File: config.mk
export PLATFORM = sky130hd
export DESIGN_NAME = bsm_div_cell
export DESIGN_NICKNAME = d
export VERILOG_FILES = /design/src/hw/rtl/bsm_pkg.sv /design/src/hw/rtl/bsm_div_cell.sv
export SDC_FILE = /design/constraint.sdc
export NUM_CORES = 1
export LEC_CHECK = 0
export ABC_AREA = 1
export BUFFER_PORTS_ARGS = -buffer_cell sky130_fd_sc_hd__clkbuf_2
export CORE_AREA = 2 2 433 435
export CTS_CLUSTER_DIAMETER = 40
export DETAILED_ROUTE_END_ITERATION = 6
export DIE_AREA = 0 0 435 437
export PLACE_DENSITY = 0.3
export SYNTH_ARGS = -nofsm -noshare
export SYNTH_HDL_FRONTEND = slang
export SYNTH_SLANG_ARGS = --single-unit
File: constraint.sdc
create_clock -name clk -period 1.66 [get_ports clk]
set_clock_uncertainty 0.05 [all_clocks]
set_input_delay 0.166 -clock clk [delete_from_list [all_inputs] [get_ports clk]]
set_output_delay 0.166 -clock clk [all_outputs]
set_load 0.01 [all_outputs]
File: src/hw/rtl/bsm_pkg.sv
// ----------------------------------------------------------------------------
// Bounding sphere merge package
// Shared widths, the selection code and the payload records that travel
// alongside the square root and divider cell chains.
// ----------------------------------------------------------------------------
package bsm_pkg;

  localparam int SqrtSteps = 33;
  localparam int DivSteps  = 32;
  localparam logic [30:0] RadiusMax = 31'h7FFF_FFFF;

  typedef enum logic [1:0] {
    SEL_FIRST,
    SEL_SECOND,
    SEL_MERGE
  } sel_t;

  typedef struct packed {
    logic [2:0][31:0] c1;
    logic [2:0][31:0] c2;
    logic [30:0]      r1;
    logic [30:0]      r2;
    logic [2:0][31:0] mag;
    logic [2:0]       neg;
  } head_t;

  typedef struct packed {
    logic [2:0][31:0] c1;
    logic [2:0][31:0] c2;
    logic [2:0]       neg;
    sel_t             sel;
    logic [30:0]      radius;
  } tail_t;

endpackage

File: src/hw/rtl/bsm_div_cell.sv
// ----------------------------------------------------------------------------
// Divider cell
// One restoring division step for each of the three axes against the shared
// distance; the row of cells retires one quotient bit per stage.
// ----------------------------------------------------------------------------
module bsm_div_cell (
  input  logic             clk,
  input  logic             rst,
  input  logic             in_valid,
  input  logic [32:0]      in_d,
  input  logic [2:0][32:0] in_rem,
  input  logic [2:0][31:0] in_num,
  input  logic [2:0][31:0] in_q,
  input  bsm_pkg::tail_t   in_tail,
  output logic             valid,
  output logic [32:0]      d,
  output logic [2:0][32:0] rem,
  output logic [2:0][31:0] num,
  output logic [2:0][31:0] q,
  output bsm_pkg::tail_t   tail
);
  import bsm_pkg::*;

  logic [2:0][33:0] t;
  logic [2:0]       ge;
  logic [2:0][32:0] rem_next;

  always_comb begin
    for (int i = 0; i < 3; i++) begin
      t[i]        = {in_rem[i], in_num[i][31]};
      ge[i]       = t[i] >= {1'b0, in_d};
      rem_next[i] = ge[i] ? 33'(t[i] - {1'b0, in_d}) : t[i][32:0];
    end
  end

  always_ff @(posedge clk) begin
    if (rst) begin
      valid <= 1'b0;
    end else begin
      valid <= in_valid;
    end
  end

  always_ff @(posedge clk) begin
    d    <= in_d;
    tail <= in_tail;
    for (int i = 0; i < 3; i++) begin
      rem[i] <= rem_next[i];
      num[i] <= {in_num[i][30:0], 1'b0};
      q[i]   <= {in_q[i][30:0], ge[i]};
    end
  end

endmodule

# Word level (Yosys, flattened, before mapping)
# Index checks and enable logic that the tools add are counted.
# word_totals
reg_bits	550
latchBits	0
ram_bits	0
romBits	0
inputBits	555
output_inout_bits	553
wordCells	29
mem_count	0
# classes
add_sub_neg	3
mul	0
div_mod_pow	0
n_lt_le_gt_ge	3
eq_ne	0
n_shift	0
muxes	3
n_bitwise	0
n_reduce_logical	0
# ops
cell	n
greater-or-equal comparator 34 x 33 -> 1 bit	3
2-to-1 mux 33 bit	3
subtractor 33 bit	3

# Logic depth before layout (Yosys ltp)
# logic_depth
depth_word	2
ltp_mapped	15
depth_no_buf	15

# Worst setup path before layout
# Ideal clock, no wire load.
# synth_path
kind	input -> register
from	in in_num[95] (netlist name)
to	reg rem[91] (netlist name)
setup_ps	112
arrival_time_ps	1573
t_required_ps	1498
path_slack_ps	-76
stages	13
path_buffers	1
path_cell_list	inv_1 > ha_1 > inv_1 > fa_1 > nand3_1 > nand3_2 > nand2_2 > nand2_1 > nand2_4 > nand2_8 > buf_12 > nand3_2 > nand2_1
# synth_lines
item	line_no	text
start: declaration	bsm_div_cell.sv:12	input logic [2:0][31:0] in_num,
end signal: indexed assignment	bsm_div_cell.sv:48	rem[i] <= rem_next[i];
end: declaration	bsm_div_cell.sv:17	output logic [2:0][32:0] rem,

# Worst setup path after layout
# layout_path
from	reg tail[63] (netlist name)
to	out tail[63] (netlist name)
# layout_lines
item	line_no	text
start: declaration	bsm_div_cell.sv:20	output bsm_pkg::tail_t tail
start signal: assignment	bsm_div_cell.sv:46	tail <= in_tail;
# No word-level cell between the ends.

==> impl_metrics.ini <==
[sta]
drv_slew = 0
fin_hold_ws_ns = -0.405
hold_violations = 29
setup_tns_ns = 0
period_share_pct = 96.9
period_minus_slack_ns = 1.61
rsz0062_at_grt = true
fmax_mhz = 622
setup_violations = 0

[worst_setup_path]
timing.critical_path.buf_inv = 1
start_kind = flop
cp-endpoint = tail[63]
cp.arrival_ns = 1.39
criticalPathCategory = reg2out
required_ns = 1.44
crit_path_start = tail[63]
path_cells = clkbuf_2
crit_path_max_fanout = 1
cpLargestDelayFamily = flip-flops
slowest_delay_ns = 0.41
cp_slowest_cell = dfxtp_2
critical_path_depth = 1
worst_setup_path_end_kind = primary output

[floorplanning]
num_rows = 158
die_w_um = 435
fp.dieArea_mm2 = 0.190
ios = 1108
start_util_pct = 11.2
coreArea_mm2 = 0.185
die_h_um = 437

[place]
hpwl_mm = 170
portBuffers = 1101
gp_congestion = 0.929

[power]
peakVddDrop_mv = 0.815
p_per_area_mw_per_mm2 = 1160
p_leak_uw = 0.0239

[yosys]
synthTopCellsByArea = dfxtp_1 (53%), nand2_1 (16%), inv_1 (7.4%), ha_1 (6.0%), nand3_1 (4.3%)
ys_seq_area_share_pct = 53.3
synth_cell_type_count = 33
synth.top_cell.area_share_pct = 53.3
ys_async_sr_fraction_pct = 0
synth_area_mm2 = 0.0206
yosysWarnings = 0
synth_top_area_cell = dfxtp_1
syn_area_per_cell_um2 = 8.16
synth_commonest_cells = nand2_1 (872), dfxtp_1 (550), inv_1 (409)
ys_seq_elements = 550
post-synth-top-count-cell = nand2_1
synthCells = 2528
synthFlopType = dfxtp_1
synth_edf_count = 0

[clock_tree]
clk_pin_slew_ns = 0.06
cts_root_buffer = clkbuf_16
max-clock-path-buffers = 3
htreeDepth = 4
cts_buffers = 138
tritoncts = yes
clock_sinks = 550

[global_routing]
overflow = 0
grt_max_degree = 36
first_global_vias = 27300
grt_usage_pct = 20.3
grt_first_pass_wirelength_mm = 255
antenna_found_initial = 114

[cells_and_area]
nNetsFinal = 5662
syn2layout_area_growth_pct = 129
postLayoutCoreUtil_pct = 25.5
drive_gt1_share_pct = 37.6

[hold_path]
hold_path.class = in2reg

[route]
drtAntennaViolNets = 0
wire_per_inst_um = 26.1
routed-via-count = 26300
via_per_inst = 3.45
initialDrtViolationCount = 1318
drt_wl_total_mm = 199
dr.pass1.iters = 5
drcViolationCount = 0

[status]
failed_checks = hold timing
outcome = finished with violations

[flow_run]
maxCapViolations = 0
## area by class of cell
| type | count | area (µm²) |
|---|---|---|
| fill | 20500 | 138000 |
| timing repair buffer | 2365 | 18200 |
| clock inverter | 74 | 1100 |
| sequential | 550 | 11100 |
| clock buffer | 173 | 3790 |
| antenna | 28 | 70.1 |
| tap | 2480 | 3100 |
| multi-input combinational | 1537 | 8270 |
| inverter | 413 | 1590 |
## state kept, by name, indices dropped and copies added (netlist names)
register,flops
d,33
num,93
q,96
rem,99
tail,228
valid,1
## metal layers
metal | vias up | GRT usage, % | share of wire (%)
met3 | 327 | 7.28 | 7.4
met4 | 46 | 9.96 | 5.3
met5 | - | 0 | 0.13
met1 | 12200 | 21.9 | 38
li1 | 12800 | - | -
met2 | 937 | 35.3 | 49
## cells by family (layout without fill, tap and decap cells)
logic type / after synthesis / after routing / synth area share, %
and+or+nand+nor: 1318 / 1319 / 28.1
DFF: 550 / 550 / 53.3
buffers and inverters: 444 / 3025 / 8.67
adders and majority gates: 102 / 102 / 6.29
AOI/OAI and AO/OA: 71 / 71 / 1.79
xor gates and xnor gates: 42 / 42 / 1.78
other: 1 / 31 / 0.0182
## worst min path at each step
| stage | from | slack [ns] | endpoint | cells past startpoint |
|---|---|---|---|---|
| 6_report | in_rem[22] | -0.41 | rem[23] | 3 |
| 4_1_cts | in_d[1] | -0.58 | d[1] | 1 |
| 3_5_place_dp | in_q[32] | 0.22 | q[33] | 1 |
| 3_3_place_gp | in_num[15] | 0.22 | num[16] | 1 |
| 5_1_grt | in_rem[97] | -0.43 | rem[98] | 3 |
| 2_1_floorplan | in_d[0] | 0.14 | d[0] | 0 |
## stage by stage
step                      total power (µW)  std cells  area (µm²)  setup WS, ns  hold WS [ns]
final                                54500       7620       47200        0.0518        -0.405
after global routing                 56800       7608       47200       -0.0241        -0.431
after CTS                            55500       7561       46800       -0.0179        -0.584
after global placement               24100       6474       32900        -0.855         0.219
after floorplan                      18300       2530       21000       -0.0311         0.144
after detailed placement             24000       6474       32900        -0.812         0.220
## cells in the final DEF (no fill, tap or decap), types with 4 or more instances in the layout
master,n
diode_2,28
nand3_1,173
xor2_1,38
clkbuf_1,17
a21o_1,6
and2_1,20
bufinv_16,20
or2_2,7
nand2_2,25
clkbuf_8,50
ha_4,25
nand3b_1,32
nand2_1,857
dlygate4sd3_1,867
buf_4,357
clkinvlp_4,22
inv_6,12
clkinv_2,14
nor2_1,109
nor3_1,19
clkbuf_16,145
clkbuf_2,1025
clkinv_4,6
nand4_1,6
nand2_4,5
a21oi_1,60
buf_12,41
dfxtp_2,27
dfxtp_4,19
clkbuf_4,32
inv_2,4
dfxtp_1,504
inv_1,399
nor2_2,14
nand3_2,34
nor3_2,11
ha_1,73
## power by group
group	switching [µW]	total (µW)	internal, µW
clock	9490	28800	19300
combinational	5870	10800	4970
sequential	543	14900	14300
## tightest hold or removal path: stages
cell and delay (ns):
clkbuf_2 0.09, nand3_1 0.07, nand2_1 0.06
## timing repair
item | 4_1_cts | 5_1_grt
pin swaps | 0 | 3
cloned | 0 | 1
endpoints found under the setup margin | 95 | 56
buffers inserted | 0 | 3
resized for setup | 179 | 23
endpoints found under the hold margin | 547 | 51
hold buffers | 840 | 27
Power figures use the tool's default switching activity.
