$ cat config.mk
export PLATFORM = sky130hd
export DESIGN_NAME = bsm_sqrt_cell
export DESIGN_NICKNAME = d
export VERILOG_FILES = /design/src/hw/rtl/bsm_pkg.sv /design/src/hw/rtl/bsm_sqrt_cell.sv
export SDC_FILE = /design/constraint.sdc
export NUM_CORES = 1
export LEC_CHECK = 0
export BUFFER_PORTS_ARGS = -buffer_cell sky130_fd_sc_hd__buf_2
export CAP_MARGIN = 0
export CORE_AREA = 2 2 376 378
export DETAILED_ROUTE_END_ITERATION = 10
export DIE_AREA = 0 0 378 380
export PLACE_DENSITY_LB_ADDON = 0.15
export SETUP_SLACK_MARGIN = 0.5
export SYNTH_ARGS = -nofsm -noshare
export SYNTH_HDL_FRONTEND = slang
export SYNTH_SLANG_ARGS = --single-unit
export TNS_END_PERCENT = 30
$ cat constraint.sdc
create_clock -name clk -period 3.35 [get_ports clk]
set_input_delay 0.335 -clock clk [delete_from_list [all_inputs] [get_ports clk]]
set_output_delay 0.335 -clock clk [all_outputs]
set_load 0.05 [all_outputs]
$ cat src/hw/rtl/bsm_pkg.sv
// ----------------------------------------------------------------------------
// Bounding sphere merge package
// Shared widths, the selection code and the payload records that travel
// alongside the square root and divider cell chains.
// ----------------------------------------------------------------------------
package bsm_pkg;

  localparam int SqrtSteps = 33;
  localparam int DivSteps  = 32;
  localparam logic [30:0] RadiusMax = 31'h7FFF_FFFF;

  typedef enum logic [1:0] {
    SEL_FIRST,
    SEL_SECOND,
    SEL_MERGE
  } sel_t;

  typedef struct packed {
    logic [2:0][31:0] c1;
    logic [2:0][31:0] c2;
    logic [30:0]      r1;
    logic [30:0]      r2;
    logic [2:0][31:0] mag;
    logic [2:0]       neg;
  } head_t;

  typedef struct packed {
    logic [2:0][31:0] c1;
    logic [2:0][31:0] c2;
    logic [2:0]       neg;
    sel_t             sel;
    logic [30:0]      radius;
  } tail_t;

endpackage

$ cat src/hw/rtl/bsm_sqrt_cell.sv
// ----------------------------------------------------------------------------
// Square root cell
// One digit of the restoring square root; the row of cells retires one bit
// of the distance per stage.
// ----------------------------------------------------------------------------
module bsm_sqrt_cell (
  input  logic          clk,
  input  logic          rst,
  input  logic          in_valid,
  input  logic [65:0]   in_s,
  input  logic [33:0]   in_rem,
  input  logic [32:0]   in_root,
  input  bsm_pkg::head_t in_head,
  output logic          valid,
  output logic [65:0]   s,
  output logic [33:0]   rem,
  output logic [32:0]   root,
  output bsm_pkg::head_t head
);
  import bsm_pkg::*;

  logic [35:0] rem_sh;
  logic [35:0] trial;
  logic        ge;

  assign rem_sh = {in_rem, in_s[65:64]};
  assign trial  = {1'b0, in_root, 2'b01};
  assign ge     = rem_sh >= trial;

  always_ff @(posedge clk) begin
    if (rst) begin
      valid <= 1'b0;
    end else begin
      valid <= in_valid;
    end
  end

  always_ff @(posedge clk) begin
    s    <= {in_s[63:0], 2'b00};
    rem  <= ge ? 34'(rem_sh - trial) : rem_sh[33:0];
    root <= {in_root[31:0], ge};
    head <= in_head;
  end

endmodule

Word level (Yosys, flattened, before mapping)

Cells that the tools add are included.

Register bits after elaboration: 485
Bits in latches: 0
Bits in writable memories: 0
ROM bits: 0
Bits of input ports: 489
Output and inout bits: 487
Logic and storage cells: 19
Memories: 0

Add/sub/neg operators: 1
Multipliers: 0
Div/mod/pow operators: 0
Order comparisons: 1
Equality and inequality tests: 0
Shift-type cells: 0
Multiplexer cells: 1
Bitwise logic cells: 0
Reduce and logical (&&, ||, !) cells: 0

Operator list:

| operator       | number |
|---|---|
| $ge 36x35->1   | 1 |
| $mux 34        | 1 |
| $sub 34x34->34 | 1 |

Logic depth before layout (Yosys ltp)

Gate-level depths: netlist of the first run.

Word-level depth: 2
Gate-level depth with buffers: 14

Worst setup path before layout of the first run

Ideal clock, no wire load.

Path kind: input port to flip-flop
Start: in in_root[11]
End: reg rem[33]
Setup time: 78 ps
Arrival time: 2,366 ps
Required time: 3,272 ps
Path slack: 907 ps
Cell stages on the path: 12
Buffers on the path: 1
Cells stage by stage: inv_1 > ha_1 > a21o_1 > a31o_1 > a211oi_2 > nor3_1 > o311ai_2 > and2_1 > buf_4 > inv_2 > a41o_1 > nor3_1

Cells in the longest elaborated chain, start to end: 2

RTL lines:

| item                                                  | line                                     | RTL |
|---|---|---|
| start: declaration                                    | bsm_sqrt_cell.sv:12                      | `input logic [32:0] in_root,` |
| $sub 34x34->34 / $ge 36x35->1 (equally long branches) | bsm_sqrt_cell.sv:40, bsm_sqrt_cell.sv:28 |  |
| $mux 34 (*)                                           | bsm_sqrt_cell.sv:40                      | `rem <= ge ? 34'(rem_sh - trial) : rem_sh[33:0];` |
| end signal: assignment                                | bsm_sqrt_cell.sv:40                      |  |
| end: declaration                                      | bsm_sqrt_cell.sv:16                      | `output logic [33:0] rem,` |

Mark *: on every way between the ends. The rest lies on a longest branch, timed or not.
A chain may end at the register's enable or synchronous reset.

Worst setup path after layout of the first run

Start: in in_root[15]
End: reg rem[26]

Same word-level chain as after synthesis.

==> results of run 1 <==
## final timing paths
path	cells after the start	slack, ns	startpoint	end
max	12	0.59	in_root[15]	rem[26]
min	4	0.27	in_rem[4]	rem[6]
## critical path: stages
cell and delay [ns]:
dlygate4sd3_1 0.52, buf_2 0.13, inv_1 0.07, ha_1 0.44, and4_1 0.29, nand2_1 0.10, or3_1 0.32, o311a_1 0.16
a2111oi_2 0.38, o41ai_1 0.14, and3_1 0.19, o31ai_1 0.23
## cells in the mapped netlist, types with 6 or more instances
library cell	number	area [um^2]
nor2_1	35	131.4
nand2_1	29	108.9
buf_4	8	60.06
nor3_1	8	40.04
nand3_1	8	40.04
xor2_1	10	87.58
a21o_1	16	120.1
xnor2_1	18	157.7
o21ai_0	23	115.1
a21oi_1	47	235.2
o21a_1	6	45.04
dfxtp_1	485	9709
nand4_1	10	62.56
ha_1	35	437.9
inv_1	49	183.9
## kinds of logic (layout without fill, tap and decap cells)
family | count (synthesis) | count (layout) | synth area share
flops | 485 | 485 | 0.8059
compound gates | 130 | 130 | 0.06938
simple gates | 109 | 109 | 0.04227
buf+inv | 67 | 1642 | 0.02451
fa+ha+maj | 35 | 35 | 0.03635
xor+xnor | 28 | 28 | 0.02035
other cells | 1 | 9 | 0.0003113
mux | 1 | 1 | 0.0009346
## flip-flops by register name (all words and copies together) (netlist names)
signal / flops
head: 353
rem: 34
root: 33
s: 64
valid: 1
## layer usage
metal  wire length, um  GRT usage  share of wire  vias to the layer above
met1             23580    0.08900           0.33                     5487
met4              2023    0.03593          0.028                        6
met3              7838    0.04109           0.11                      131
met5                46          0        0.00064                        -
met2             38180     0.1845           0.53                      603
li1                  -          -              -                     5903
## through the flow
| step | setup WS [ns] | power [mW] |
|---|---|---|
| detailed placement | 0.1646 | 9.082 |
| global route | 0.5047 | 17.54 |
| floorplan | 0.9068 | 8.090 |
| CTS | 0.5008 | 17.18 |
| finish | 0.5881 | 16.71 |
| global placement | 0.06870 | 9.105 |
## cell type report
| type | count | share of cell area |
|---|---|---|
| antenna | 7 | 0.0006600 |
| clock inverter | 26 | 0.01282 |
| tap | 1876 | 0.08844 |
| timing repair buffer | 1474 | 0.3714 |
| multi-input combinational | 305 | 0.08174 |
| clock buffer | 92 | 0.07198 |
| inverter | 50 | 0.007165 |
| sequential | 485 | 0.3658 |
## power by group through the flow
stage	clock network (mW)	logic (mW)	registers, mW
after floorplan	0	0.381	7.71
after global placement	0	2.71	6.40
after detailed placement	0	2.69	6.39
after CTS	7.71	3.20	6.27
after global routing	7.90	3.34	6.30
final	7.29	3.15	6.26
## what timing repair did
item,in CTS,in global routing
endpoints found under the setup margin,0,24
endpoints found under the hold margin,484,0
buffers inserted,0,1
gates resized for setup,0,26
hold buffers,485,0
==> summary.md, run 1 <==
| Metric | Value |
|---|---|
| Status | `finished clean` |
| CP Class | `primary input to register` |
| Sequential Area | `9709 um^2` |
| Max-cap viol count | `0` |
| CTS sink cnt | `485` |
| Fillers | `15540` |
| Psw | `5.178 mW` |
| Inst Count DP | `3704` |
| Clock power frac | `0.436` |
| Syn-to-layout area delta | `120.3%` |
| Sum of negative setup slack | `0 ns` |
| Crit share post-route | `0.8245` |
| Vias in the first global route | `13410` |
| Vias | `12130` |
| Antenna violations before repair | `39` |
| HP Class | `primary input to register` |
| Comb pwr share | `0.189` |
| Synth Register Bits | `485` |
| Most common cell after layout, fill and taps aside | `buf_2` |
| Via density | `2.811` |
| Yosys warning total | `0` |
| Placed cell areas | `19290 um^2` |
| Pre-Repair DR Iteration Count | `4` |
| P_int | `11.53 mW` |
| CP Capture Type | `register` |
| Max VDD drop | `337.7 uV` |
| Final setup viols | `0` |
| RSZ-0062 raised after global routing | `no` |
| Synth unique cells | `55` |
| Fraction of registers with async set/reset | `0` |
| Final Instance Area | `26540 um^2` |
| Worst hold-check slack | `0.2732 ns` |
| Cells after synthesis | `856` |
| WL final | `71670 um` |
| Arrival @ worst endpoint | `3.32 ns` |
| Fin crit period | `2.762 ns` |
| Commonest cells after routing, fill and taps aside | `973 x buf_2, 485 x dfxtp_1, 485 x dlygate4sd3_1` |
| Share of cells above drive strength 1 | `0.4605` |
| Avg Cell Area, Syn | `14.07 um^2` |
| Total GRT Usage | `0.09641` |
| Util after Layout | `0.1907` |
| Detail Route Antenna Nets | `0` |
| Multi-input gate area | `2170 um^2` |
| Buffers on Ports | `973` |
| Sequential fraction of design power | `0.375` |
| Reg clk slew, reported paths | `0.06 ns` |
| HPWL after detailed placement | `58950 um` |
| Largest net degree at the start of global routing | `23` |
| Critical Path Start Type | `primary input` |
| DIE AREA | `143600 um^2` |
| Root Driver | `clkbuf_16` |
| Top Ports | `976` |
| Max FO, Critical Path | `8` |
| Initial core utilization | `0.08656` |
| DIE HEIGHT | `380 um` |
| Pleak | `12.26 nW` |
| Nets | `2906` |
| Worst EP required | `3.91 ns` |
| Row cnt | `137` |
| DR DRC count | `0` |
| CTS tree | `built` |
| Cts bufs inserted | `66` |
| PD cells | `629.4 nW/um^2` |
| Fin. Hold Viols | `0` |
| Clk buf depth | `3` |
| Post-synth top flop | `dfxtp_1` |
| Drt wl/cell | `16.61 um` |
| Switch share | `0.3100` |
| Non-filler cells, final | `4315` |
| Seq/Total Area, Yosys | `0.8059` |
| Drt initial violations | `260` |
| Core area | `139200 um^2` |
| Max Freq | `0.3621 GHz` |
| Pins over their slew limit | `0` |
| First-pass GRT wire length | `96590 um` |
| DIE WIDTH | `378 um` |
| Number of flops mapped to enable cells by yosys | `0` |
| Grt ovf | `0` |
| Routability cong. | `0.7610` |
| Post-Syn Area | `12050 um^2` |
| H-tree depth | `3` |
Power figures use the tool's default switching activity.
==> run 2: changes to the inputs <==
- clock period: 3.35 -> 2.9 ns (I/O delays scaled with it)
==> summary.md, run 2 (synthesized netlist as in run 1, its figures left out) <==
| Metric | Value |
|---|---|
| DIE AREA | `143600 um^2 (unchanged)` |
| Buf+Inv Stages, Crit Path | `5 (was 3)` |
| Vias in the first global route | `13540 (was 13410)` |
| Most common cell after layout, fill and taps aside | `buf_2 (unchanged)` |
| DR DRC count | `0 (unchanged)` |
| Pins over their slew limit | `0 (unchanged)` |
| Inst Count DP | `3743 (was 3704)` |
| Nets | `2941 (was 2906)` |
| HPWL after detailed placement | `58680 um (was 58950 um)` |
| Worst-path cell chain | `dlygate4sd3_1 > buf_2 > inv_1 > ha_1 > nand4_1 > nor4_2 > a211oi_2 > and2_4 > buf_4 > buf_12 > o31ai_1 (was dlygate4sd3_1 > buf_2 > inv_1 > ha_1 > and4_1 > nand2_1 > or3_1 > o311a_1 > a2111oi_2 > o41ai_1 > and3_1 > o31ai_1)` |
| Root Driver | `clkbuf_16 (unchanged)` |
| Least-Margin Pin Slew | `0.6419 ns` |
| CP Capture Type | `register (unchanged)` |
| Syn-to-layout area delta | `120.9% (was 120.3%)` |
| Critical Path Start Type | `primary input (unchanged)` |
| Arrival @ worst endpoint | `2.79 ns (was 3.32 ns)` |
| Pre-Repair DR Iteration Count | `7 (was 4)` |
| Total GRT Usage | `0.09469 (was 0.09641)` |
| CTS sink cnt | `485 (unchanged)` |
| Max reg flops | `353 (unchanged)` |
| Cts bufs inserted | `61 (was 66)` |
| Biggest regs | `head x353, s x64, rem x34 (unchanged)` |
| DIE HEIGHT | `380 um (unchanged)` |
| CTS tree | `built (unchanged)` |
| Worst EP required | `3.44 ns (was 3.91 ns)` |
| Final setup viols | `0 (unchanged)` |
| Status | `finished clean (unchanged)` |
| WL final | `71240 um (was 71670 um)` |
| Biggest register | `head (unchanged)` |
| Row cnt | `137 (unchanged)` |
| PD cells | `706.5 nW/um^2 (was 629.4 nW/um^2)` |
| Relative slew slack | `0.5675` |
| First-pass GRT wire length | `96200 um (was 96590 um)` |
| Non-filler cells, final | `4351 (was 4315)` |
| Buffers on Ports | `973 (unchanged)` |
| Grt ovf | `0 (unchanged)` |
| CP Class | `primary input to register (unchanged)` |
| Max FO, Critical Path | `11 (was 8)` |
| HP Class | `primary input to register (unchanged)` |
| H-tree depth | `2 (was 3)` |
| Max VDD drop | `433.1 uV (was 337.7 uV)` |
| Drt wl/cell | `16.37 um (was 16.61 um)` |
| Antenna violations before repair | `33 (was 39)` |
| RSZ-0062 raised after global routing | `yes (was no)` |
| Commonest cells after routing, fill and taps aside | `973 x buf_2, 486 x dlygate4sd3_1, 485 x dfxtp_1 (was 973 x buf_2, 485 x dfxtp_1, 485 x dlygate4sd3_1)` |
| DIE WIDTH | `378 um (unchanged)` |
| Pleak | `12.38 nW (was 12.26 nW)` |
| Detail Route Antenna Nets | `0 (unchanged)` |
| Top Ports | `976 (unchanged)` |
| Max-cap viol count | `0 (unchanged)` |
| Max Freq | `0.4446 GHz` |
| Clk buf depth | `3 (unchanged)` |
| Via density | `2.806 (was 2.811)` |
| Reg clk slew, reported paths | `0.06 ns (about the same)` |
| Final Instance Area | `26610 um^2 (was 26540 um^2)` |
| CP peak stage delay | `0.53 ns (was 0.52 ns)` |
| Slowest CP cell | `dlygate4sd3_1 (unchanged)` |
| Core area | `139200 um^2 (unchanged)` |
| Placed cell areas | `19590 um^2 (was 19290 um^2)` |
| Drt initial violations | `286 (was 260)` |
| Sum of negative setup slack | `0 ns (unchanged)` |
| Routability cong. | `0.7651 (was 0.7610)` |
| Fin. Hold Viols | `0 (unchanged)` |
| CP delay by family, top | `buffers and inverters (was compound AO/OA/AOI/OAI gates)` |
| Share of cells above drive strength 1 | `0.4637 (was 0.4605)` |
| Largest net degree at the start of global routing | `23 (unchanged)` |
| Vias | `12210 (was 12130)` |
| Crit share post-route | `0.7756` |
| Fin crit period | `2.249 ns` |
| Initial core utilization | `0.08656 (unchanged)` |
run 2: repair_timing:
| item | CTS | global route |
|---|---|---|
| setup endpoints to repair | 0 | 31 |
| gates resized for setup | 0 | 8 |
| setup buffers | 0 | 1 |
| hold buffers | 486 | 0 |
| endpoints found under the hold margin | 484 | 0 |
run 2: layer usage:
layer	track usage	share of wire	up-vias
met1	0.09119	0.34	5516
met3	0.03575	0.095	137
li1	-	-	5975
met2	0.1829	0.53	578
met5	0	0.00022	-
met4	0.02900	0.028	2
run 2: cell type report:
type / count / area [um^2]
Sequential cell: 485 / 9709
Timing Repair Buffer: 1514 / 10170
Fill cell: 15570 / 112600
Inverter: 50 / 187.7
Tap cell: 1876 / 2347
Antenna cell: 10 / 25.02
Clock buffer: 89 / 1812
Clock inverter: 22 / 275.3
Multi-Input combinational cell: 305 / 2082
run 2: stage by stage:
stage	total power, mW	util	hold slack [ns]	worst slack (ns)
2_1_floorplan	9.345	-	0.3177	0.5018
3_3_place_gp	10.59	0.1408	0.3928	-0.08995
3_5_place_dp	10.56	0.1408	0.3936	-0.1119
4_1_cts	19.30	0.1907	0.1413	0.5251
5_1_grt	19.75	0.1912	0.1935	0.4806
6_report	18.80	0.1912	0.2034	0.6508
run 2: worst paths after layout:
kind	startpoint	endpoint	slack, ns	cells after the start
worst min-delay path	in_rem[9]	rem[11]	0.20	4
worst max-delay path	in_root[28]	rem[26]	0.65	11
run 2: report_power, final:
| group | total (mW) | switching [mW] | internal [mW] |
|---|---|---|---|
| clock network | 7.87 | 3.19 | 4.68 |
| logic | 3.69 | 2.45 | 1.24 |
| registers | 7.24 | 0.133 | 7.10 |
